[src/sv/lalb_pkg.sv]
// Shared types and constants of the label adjacency list builder.
// No dependencies; imported by the interfaces, the list update, the core and the bench.
`timescale 1ns / 1ps
`default_nettype none

package lalb_pkg;

	// Width of one label and of the reported neighbour count
	localparam int LABEL_W   = 16;
	localparam int NB_CNT_W  = 3;
	// Neighbours offered per pixel (left, below, right, above) and slots reported
	localparam int NUM_CANDS = 4;
	localparam int OUT_SLOTS = 5;

	// Order in which the neighbours are offered to the list
	localparam int CAND_LEFT  = 0;
	localparam int CAND_BELOW = 1;
	localparam int CAND_RIGHT = 2;
	localparam int CAND_ABOVE = 3;

	typedef logic [LABEL_W-1:0]  label_t;
	typedef logic [NB_CNT_W-1:0] nb_cnt_t;
	typedef label_t [NUM_CANDS-1:0] cand_vec_t;

endpackage : lalb_pkg

`default_nettype wire

[src/sv/lalb_list_update.sv]
// Adds new nonzero non-self neighbour labels to a list while it has room.
// Depends on lalb_pkg.
`timescale 1ns / 1ps
`default_nettype none

module lalb_list_update #(
	parameter int MAX_NEIGHBOURS = 5,
	parameter int CNT_W          = 3
) (
	input  wire lalb_pkg::label_t                         centre,
	input  wire lalb_pkg::cand_vec_t                      cands,
	input  wire logic [CNT_W-1:0]                         cnt_in,
	input  wire logic [MAX_NEIGHBOURS-1:0][lalb_pkg::LABEL_W-1:0] slots_in,
	output logic      [CNT_W-1:0]                         cnt_out,
	output logic      [MAX_NEIGHBOURS-1:0][lalb_pkg::LABEL_W-1:0] slots_out
);
	import lalb_pkg::*;

	// Offer the candidates in order; each sees the list left by the one before
	always_comb begin
		logic [CNT_W-1:0] n;
		logic [MAX_NEIGHBOURS-1:0][LABEL_W-1:0] s;
		logic hit;
		n = cnt_in;
		s = slots_in;
		for (int c = 0; c < NUM_CANDS; c++) begin
			hit = 1'b0;
			for (int k = 0; k < MAX_NEIGHBOURS; k++) begin
				if ((CNT_W'(k) < n) && (s[k] == cands[c])) begin
					hit = 1'b1;
				end
			end
			if ((n < CNT_W'(MAX_NEIGHBOURS)) && (cands[c] != '0) &&
			    (cands[c] != centre) && !hit) begin
				for (int k = 0; k < MAX_NEIGHBOURS; k++) begin
					if (CNT_W'(k) == n) begin
						s[k] = cands[c];
					end
				end
				n = n + CNT_W'(1);
			end
		end
		cnt_out   = n;
		slots_out = s;
	end

endmodule : lalb_list_update

`default_nettype wire

[config.mk]
export PLATFORM = sky130hd
export DESIGN_NAME = lalb_list_update
export DESIGN_NICKNAME = d
export VERILOG_FILES = /design/src/sv/lalb_pkg.sv /design/src/sv/lalb_list_update.sv
export SDC_FILE = /design/constraint.sdc
export NUM_CORES = 1
export LEC_CHECK = 0
export ABC_AREA = 1
export ABC_CLOCK_PERIOD_IN_PS = 7500
export BUFFER_PORTS_ARGS = -buffer_cell sky130_fd_sc_hd__buf_2
export CAP_MARGIN = 0
export CORE_ASPECT_RATIO = 1.75
export CORE_MARGIN = 2
export CORE_UTILIZATION = 61
export DETAILED_ROUTE_END_ITERATION = 7
export PLACE_DENSITY = 0.95
export SLEW_MARGIN = 30
export SYNTH_ARGS = -nofsm -noshare
export SYNTH_HDL_FRONTEND = slang
export SYNTH_SLANG_ARGS = --single-unit
[constraint.sdc]
create_clock -name vclk -period 7.5
set_input_delay 0.75 -clock vclk [all_inputs]
set_output_delay 0.75 -clock vclk [all_outputs]
set_load 0.02 [all_outputs]
==> results of run 1 <==
## repair_timing
item                       4_1_cts
setup endpoints to repair       83
buffers inserted                 2
pin swaps                        1
gates resized for setup         13
hold buffers                     0
gates cloned                     1
## stage by stage
stage | TNS (ps) | worst slack, ps | area (µm²)
CTS | 0 | 16.95 | 17490
detailed placement | -21830 | -332.5 | 17400
global placement | -55.82 | -34.52 | 17400
floorplan | 0 | 1498 | 14880
## cells in the mapped netlist, types with 8 or more instances
cell and n:
buf_4 20, xor2_1 54, buf_2 61, o21ai_1 19, nand2_1 1779, nand4_1 57
xnor2_1 19, clkbuf_1 127, nor2_1 179, nand2_2 8, ha_1 12, inv_1 293
o211ai_1 18, nor4_1 14, nand3_1 382, inv_2 21, o21ai_0 320, a21oi_1 11
## cells by family after synthesis
family	after synthesis	share of synthesized area, %
xor+xnor	73	4.298
simple gates	2439	66.65
buf+inv	539	14.92
compound gates	376	13.12
fa+ha+maj	12	1.009
## layer usage
metal  GRT overflow  track usage, %
met5              0           1.008
met3              0           31.79
met4              0           58.50
met2              3           80.91
met1              0           58.95
==> metrics.txt, run 1 <==
Starting Density ~62%; cell count after synthesis 3,439; first-pass GRT wire length 119.1 mm; Synth area leader nand2_1; synth top area cells nand2_1 (45%), nand3_1 (13%), o21ai_0 (11%); Syn. warnings 0; dpl hpwl 54.12 mm; Tool Error [ERROR GRT-0116] Global routing finished with congestion. Check the congestion regions in the DRC Viewer.; Mapped Avg Cell Area 4.326 µm²; area fraction of the dominant cell type after synthesis 44.89%; register area share after synthesis 0%; GRT Total Usage about three fifths; vias in the first global route between 20,000 and 25,000; Die H 210.6 µm; grt total ovfl 3; largest net degree at the start of global routing 59; IO Count 246; Netlist Area Pre-Place about 15,000 µm²; count of cell types in the netlist 34; Stopped at global routing (5_1_grt); Placed Cells 4,003; status aborted with a tool error; port bufs around 250; Die W 122.0 µm; row cnt 75; Placer Congestion 1.158; Mapped Nets roughly 3,600
==> run 2, diff against run 1 <==
--- a/config.mk
+++ b/config.mk
@@ -9,11 +9,10 @@
 export ABC_CLOCK_PERIOD_IN_PS = 7500
 export BUFFER_PORTS_ARGS = -buffer_cell sky130_fd_sc_hd__buf_2
 export CAP_MARGIN = 0
-export CORE_ASPECT_RATIO = 1.75
 export CORE_MARGIN = 2
-export CORE_UTILIZATION = 61
+export CORE_UTILIZATION = 40
 export DETAILED_ROUTE_END_ITERATION = 7
-export PLACE_DENSITY = 0.95
+export PLACE_DENSITY_LB_ADDON = 0.15
 export SLEW_MARGIN = 30
 export SYNTH_ARGS = -nofsm -noshare
 export SYNTH_HDL_FRONTEND = slang
==> metrics.txt, run 2 <==
layout cells sized above 1 19.66%; full die area 38,750 µm²; final WL around 75 mm; Placer Congestion 0.9878 (-15%); Final Util 53.10%; Syn. warnings 0 (unchanged); top-count cell post-synth nand2_1; initial antenna violation count 4; Die W 196.8 µm (+61%); area fraction of the dominant cell type after synthesis 44.89% (unchanged); part of the power in combinational logic 100.0%; max cap viols 0; CP max FO 18; hold path depth 6; detailed-route vias per instance 5.317; setup slack at placement -196.5 ps (+136.1 ps); CORE AREA 36,610 µm²; count of final setup violators 0; CP Data Arrival Time about 6500 ps; cell family with most CP delay simple AND/OR/NAND/NOR gates; relative slew slack 54.51%; switching pwr about 2.8 mW; count of cell types in the netlist 34 (unchanged); Fin. Hold Viols 0; final worst path period need 7272 ps; post-route non-filler standard cell count about 4,200; Mapped Avg Cell Area 4.326 µm² (unchanged); CP max-delay cell nor4_2; fmax 137.5 MHz; most common cell after layout, fill and taps aside nand2_1; Mapped Nets 3,614 (unchanged); dpl hpwl 57.23 mm (+5.8%); xor and xnor area share after synthesis 4.298% (unchanged); Hold EP slots_out[30]; slowest stage delay, CP 330 ps; synthesized-area fraction occupied by and/or/nand/nor cells 66.65% (unchanged); Critical Path Most Common Cell nand2_1; Antenna Nets Post-Route 0; cell count after synthesis 3,439 (unchanged); DR WL/cell between 15 and 20 µm; path type of the worst setup path primary input to primary output; synth top area cells nand2_1 (45%), nand3_1 (13%), o21ai_0 (11%); Clk pwr share 0%; Compound-Gate Fraction of Synth Area 13.12% (unchanged); vias in the first global route 18,500; worst hold margin 2290 ps; Synth area leader nand2_1; largest family of logic cells by synthesized area simple AND/OR/NAND/NOR gates; status complete, no violations; PnR worst setup slack 227.6 ps; Adder-Cell Fraction of Synth Area 1.009% (unchanged); largest net degree at the start of global routing 52; Lkg Pwr 11.67 nW; Area growth syn-to-layout 30.69%; Slew Viols, Final 0; Slew @ Worst Pin 677.2 ps; vias 22,450; grt total ovfl 0; Final Cycle Share 96.97%; row cnt 70 (-6.7%); initial DRC count ~2,700; min-delay src cands[62]; Residual DRC 0; Clock buffer cells 0; top cells by count, synth nand2_1 (1,779), nand3_1 (382), o21ai_0 (320); Pwr per Cell Area 242.9 nW/µm²; port bufs 246 (unchanged); Placed Cells 4,161 (+3.9%); Min-Delay Path Class primary input to primary output; IO Count 246 (unchanged); CP Capture Type primary output; final net count between 3,000 and 4,000; GRT Total Usage 35.08%; most frequent cells in the layout nand2_1 (1,684), nand3_1 (377), o21ai_0 (312); Seq cells 0; Starting Density 40.63% (-22 points); register area 0 µm²; Buf+Inv Stages, Crit Path 13; Worst VDD drop roughly 120 µV; register area share after synthesis 0% (unchanged); Sw Ratio 59.75%; drt pass-1 iters 6; first-pass GRT wire length 108.4 mm; Die H 196.8 µm (-6.5%); CP required between 6000 and 7000 ps; Netlist Area Pre-Place 14,880 µm² (unchanged); mux contribution to synthesized area 0% (unchanged); sequential cell fraction of total power 0%; Worst setup SP type primary input; Cell Int Power 1.901 mW
==> run 2: cell counts after synthesis <==
No cell type changed its count.
==> run 2: cell type report <==
class / instances / area [µm²]
inverters: 321 / 1242
well taps: 468 / 585.6
repair buffers: 530 / 4408
fillers: 4229 / 17170
diodes: 1 / 2.502
multi-input cells: 2902 / 13190
repair inverters: 1 / 8.758
==> run 2: metal layers <==
metal | vias up | GRT usage [%] | part of all wire, %
li1 | 11410 | - | -
met1 | 9591 | 52.37 | 45
met2 | 1278 | 53.54 | 42
met3 | 168 | 2.293 | 8.5
met4 | 4 | 10.28 | 4.2
met5 | - | 0 | 0.032
==> run 2: through the flow <==
step	power, mW	setup TNS, ps	cell area, µm²
4_1_cts	4.004	0	17710
3_5_place_dp	3.993	-12550	17660
6_report	4.722	0	19440
2_1_floorplan	2.622	0	14880
3_3_place_gp	3.985	-11840	17660
5_1_grt	5.159	-6187	19440
==> run 2: power by group through the flow <==
stage | Sequential, mW | Clock, mW | Combinational, mW
after floorplan | 0 | 0 | 2.62
after global placement | 0 | 0 | 3.98
after detailed placement | 0 | 0 | 3.99
after CTS | 0 | 0 | 4.00
after global routing | 0 | 0.0000000178 | 5.16
final | 0 | 0.0000000178 | 4.72
==> run 2: worst max-delay path by stage <==
| stage | startpoint | endpoint | slack (ps) | cells after the start |
|---|---|---|---|---|
| 6_report | cands[2] | slots_out[57] | 230 | 52 |
| 3_3_place_gp | cands[3] | slots_out[11] | -190 | 53 |
| 3_5_place_dp | cands[3] | slots_out[10] | -200 | 53 |
| 5_1_grt | cands[8] | slots_out[57] | -110 | 57 |
| 4_1_cts | cands[3] | slots_out[10] | 20 | 55 |
| 2_1_floorplan | cands[7] | slots_out[59] | 1500 | 49 |
==> run 2: timing repair <==
action | 4_1_cts | 5_1_grt
pin swaps | 0 | 58
resized for setup | 7 | 309
endpoints found under the setup margin | 83 | 83
hold buffers | 0 | 0
setup buffers | 0 | 29
gates cloned | 1 | 31
==> run 2: cell families after synthesis <==
| logic type | Yosys count |
|---|---|
| compound gates | 376 |
| buf+inv | 539 |
| xor+xnor | 73 |
| simple gates | 2439 |
| fa+ha+maj | 12 |
No activity file was read; power rests on OpenSTA's default activity.
==> run 3, diff against run 2 <==
--- a/config.mk
+++ b/config.mk
@@ -10,7 +10,7 @@
 export BUFFER_PORTS_ARGS = -buffer_cell sky130_fd_sc_hd__buf_2
 export CAP_MARGIN = 0
 export CORE_MARGIN = 2
-export CORE_UTILIZATION = 40
+export CORE_UTILIZATION = 45
 export DETAILED_ROUTE_END_ITERATION = 7
 export PLACE_DENSITY_LB_ADDON = 0.15
 export SLEW_MARGIN = 30
==> metrics.txt, run 3 (synthesis results as in run 2) <==
status complete, no violations; CORE AREA 32,540 µm² (-11%); GRT Total Usage 37.20% (+2.1 points); Seq cells 0 (unchanged); Slew Viols, Final 0 (unchanged); met2 Use GR 55.72% (+2.2 points); GR Util met3 3.600% (+1.3 points); Die H 185.8 µm (-5.6%); Area growth syn-to-layout 27.98%; slowest stage delay, CP 330 ps (about the same); final net count 3,896 (-0.89%); most common cell after layout, fill and taps aside nand2_1; Placer Congestion 1.023 (+3.5%); relative slew slack 61.78% (+7.3 points); DR WL/cell 17.05 µm (-4.4%); CP max-delay cell o21ai_1; register area 0 µm² (unchanged); largest net degree at the start of global routing 46 (-12%); Antenna Nets Post-Route 0 (unchanged); Lkg Pwr 11.47 nW (-1.7%); Starting Density 45.72% (+5.1 points); CP Data Arrival Time 6550 ps (+30 ps); Residual DRC 0 (unchanged); initial DRC count 3,639 (+35%); hold path depth 6 (unchanged); Worst setup SP type primary input; Fin. Hold Viols 0 (unchanged); Critical Path Source cands[6]; layout cells sized above 1 18.28% (-1.4 points); final worst path period need 7296 ps (+23.62 ps); RSZ-0062 raised after global routing yes; initial antenna violation count 1 (-3); grt total ovfl 0 (unchanged); path type of the worst setup path primary input to primary output; met1 usage in global routing 54.84% (+2.5 points); Final Cycle Share 97.28% (+0.31 points); row cnt 66 (-5.7%); full die area 34,530 µm² (-11%); min-delay src cands[62]; total power 4.558 mW (-3.5%); CP max FO 17 (-1); dpl hpwl 54.12 mm (-5.4%); vias in the first global route 17,900 (-3.2%); Worst VDD drop 276.4 µV (+120%); final WL 70.95 mm (-5.8%); Pwr per Cell Area 239.4 nW/µm² (-1.4%); final instance area 19,040 µm² (-2.1%); Min-Delay Path Class primary input to primary output; Die W 185.8 µm (-5.6%); port bufs 246 (unchanged); detailed-route vias per instance 5.422 (+2.0%); Post-CTS Hold Fix Bufs 0 (unchanged); drt pass-1 iters 6 (unchanged); max cap viols 0 (unchanged); fmax 137.1 MHz (-0.32%); Slew @ Worst Pin 568.9 ps (-108.2 ps); Setup TNS 0 ps (unchanged); IO Count 246 (unchanged); first-pass GRT wire length 102.4 mm (-5.5%); Clock buffer cells 0 (unchanged); dpl cell area 17,470 µm² (-1.1%); CP Capture Type primary output; busiest grt layer met2; Critical Path Most Common Cell nand2_1; worst hold margin 2253 ps (-36.21 ps); most frequent cells in the layout nand2_1 (1,702), nand3_1 (378), o21ai_0 (311); CP required 6750 ps (about the same); fill cell count 3,604 (-15%); vias 22,570 (+0.50%); count of final setup violators 0 (unchanged)
[run 3: cell types whose count changed in the layout (fill, tap and decap cells not counted), moves of 7 or more]
cell / delta
clkbuf_16: -7
buf_2: +9
nand2_1: +18
buf_4: -39
nand2_2: -20
[run 3: power by group]
group	switching [mW]	total [mW]	internal, mW	leakage [nW]
clock	0	0.0000000178	0.0000000178	0.00000634
sequential	0	0	0	0
combinational	2.77	4.56	1.78	11.5
total	2.77	4.56	1.78	11.5
[run 3: worst max-delay path, delay by kind of cell]
family / cells / cell delay [ps]
and+or+nand+nor: 37 / 3370
buffers and inverters: 15 / 2030
AOI/OAI and AO/OA: 1 / 330
[run 3: timing repair]
action	4_1_cts	5_1_grt
setup endpoints to repair	83	83
resized for setup	9	293
cloned	0	27
pin swaps	0	40
setup buffers	0	19
[run 3: metal layers]
| metal | share of wire [%] | vias to the layer above |
|---|---|---|
| li1 | - | 11330 |
| met1 | 43 | 9451 |
| met2 | 41 | 1609 |
| met3 | 11 | 174 |
| met4 | 4.5 | 0 |
| met5 | 0 | - |
[run 3: layout make-up]
class                           instances  area [µm²]  area share, %
Antenna cell                            1       2.502        0.01314
Inverter                              321        1220          6.408
Multi-Input combinational cell       2904       13240          69.56
Tap cell                              442       553.0          2.905
Timing Repair Buffer                  494        4020          21.12
[run 3: path summary, 6_finish.rpt]
path | slack (ps) | to
setup / recovery | 200 | slots_out[48]
hold / removal | 2250 | slots_out[78]
[run 3: through the flow]
| step | util, % | worst slack [ps] | instances |
|---|---|---|---|
| 3_5_place_dp | 53.71 | -340.7 | 4116 |
| 6_report | 58.51 | 203.9 | 4162 |
| 3_3_place_gp | 53.71 | -304.1 | 4116 |
| 2_1_floorplan | - | 1498 | 3439 |
| 5_1_grt | 58.51 | -186.7 | 4162 |
| 4_1_cts | 53.79 | 22.79 | 4116 |
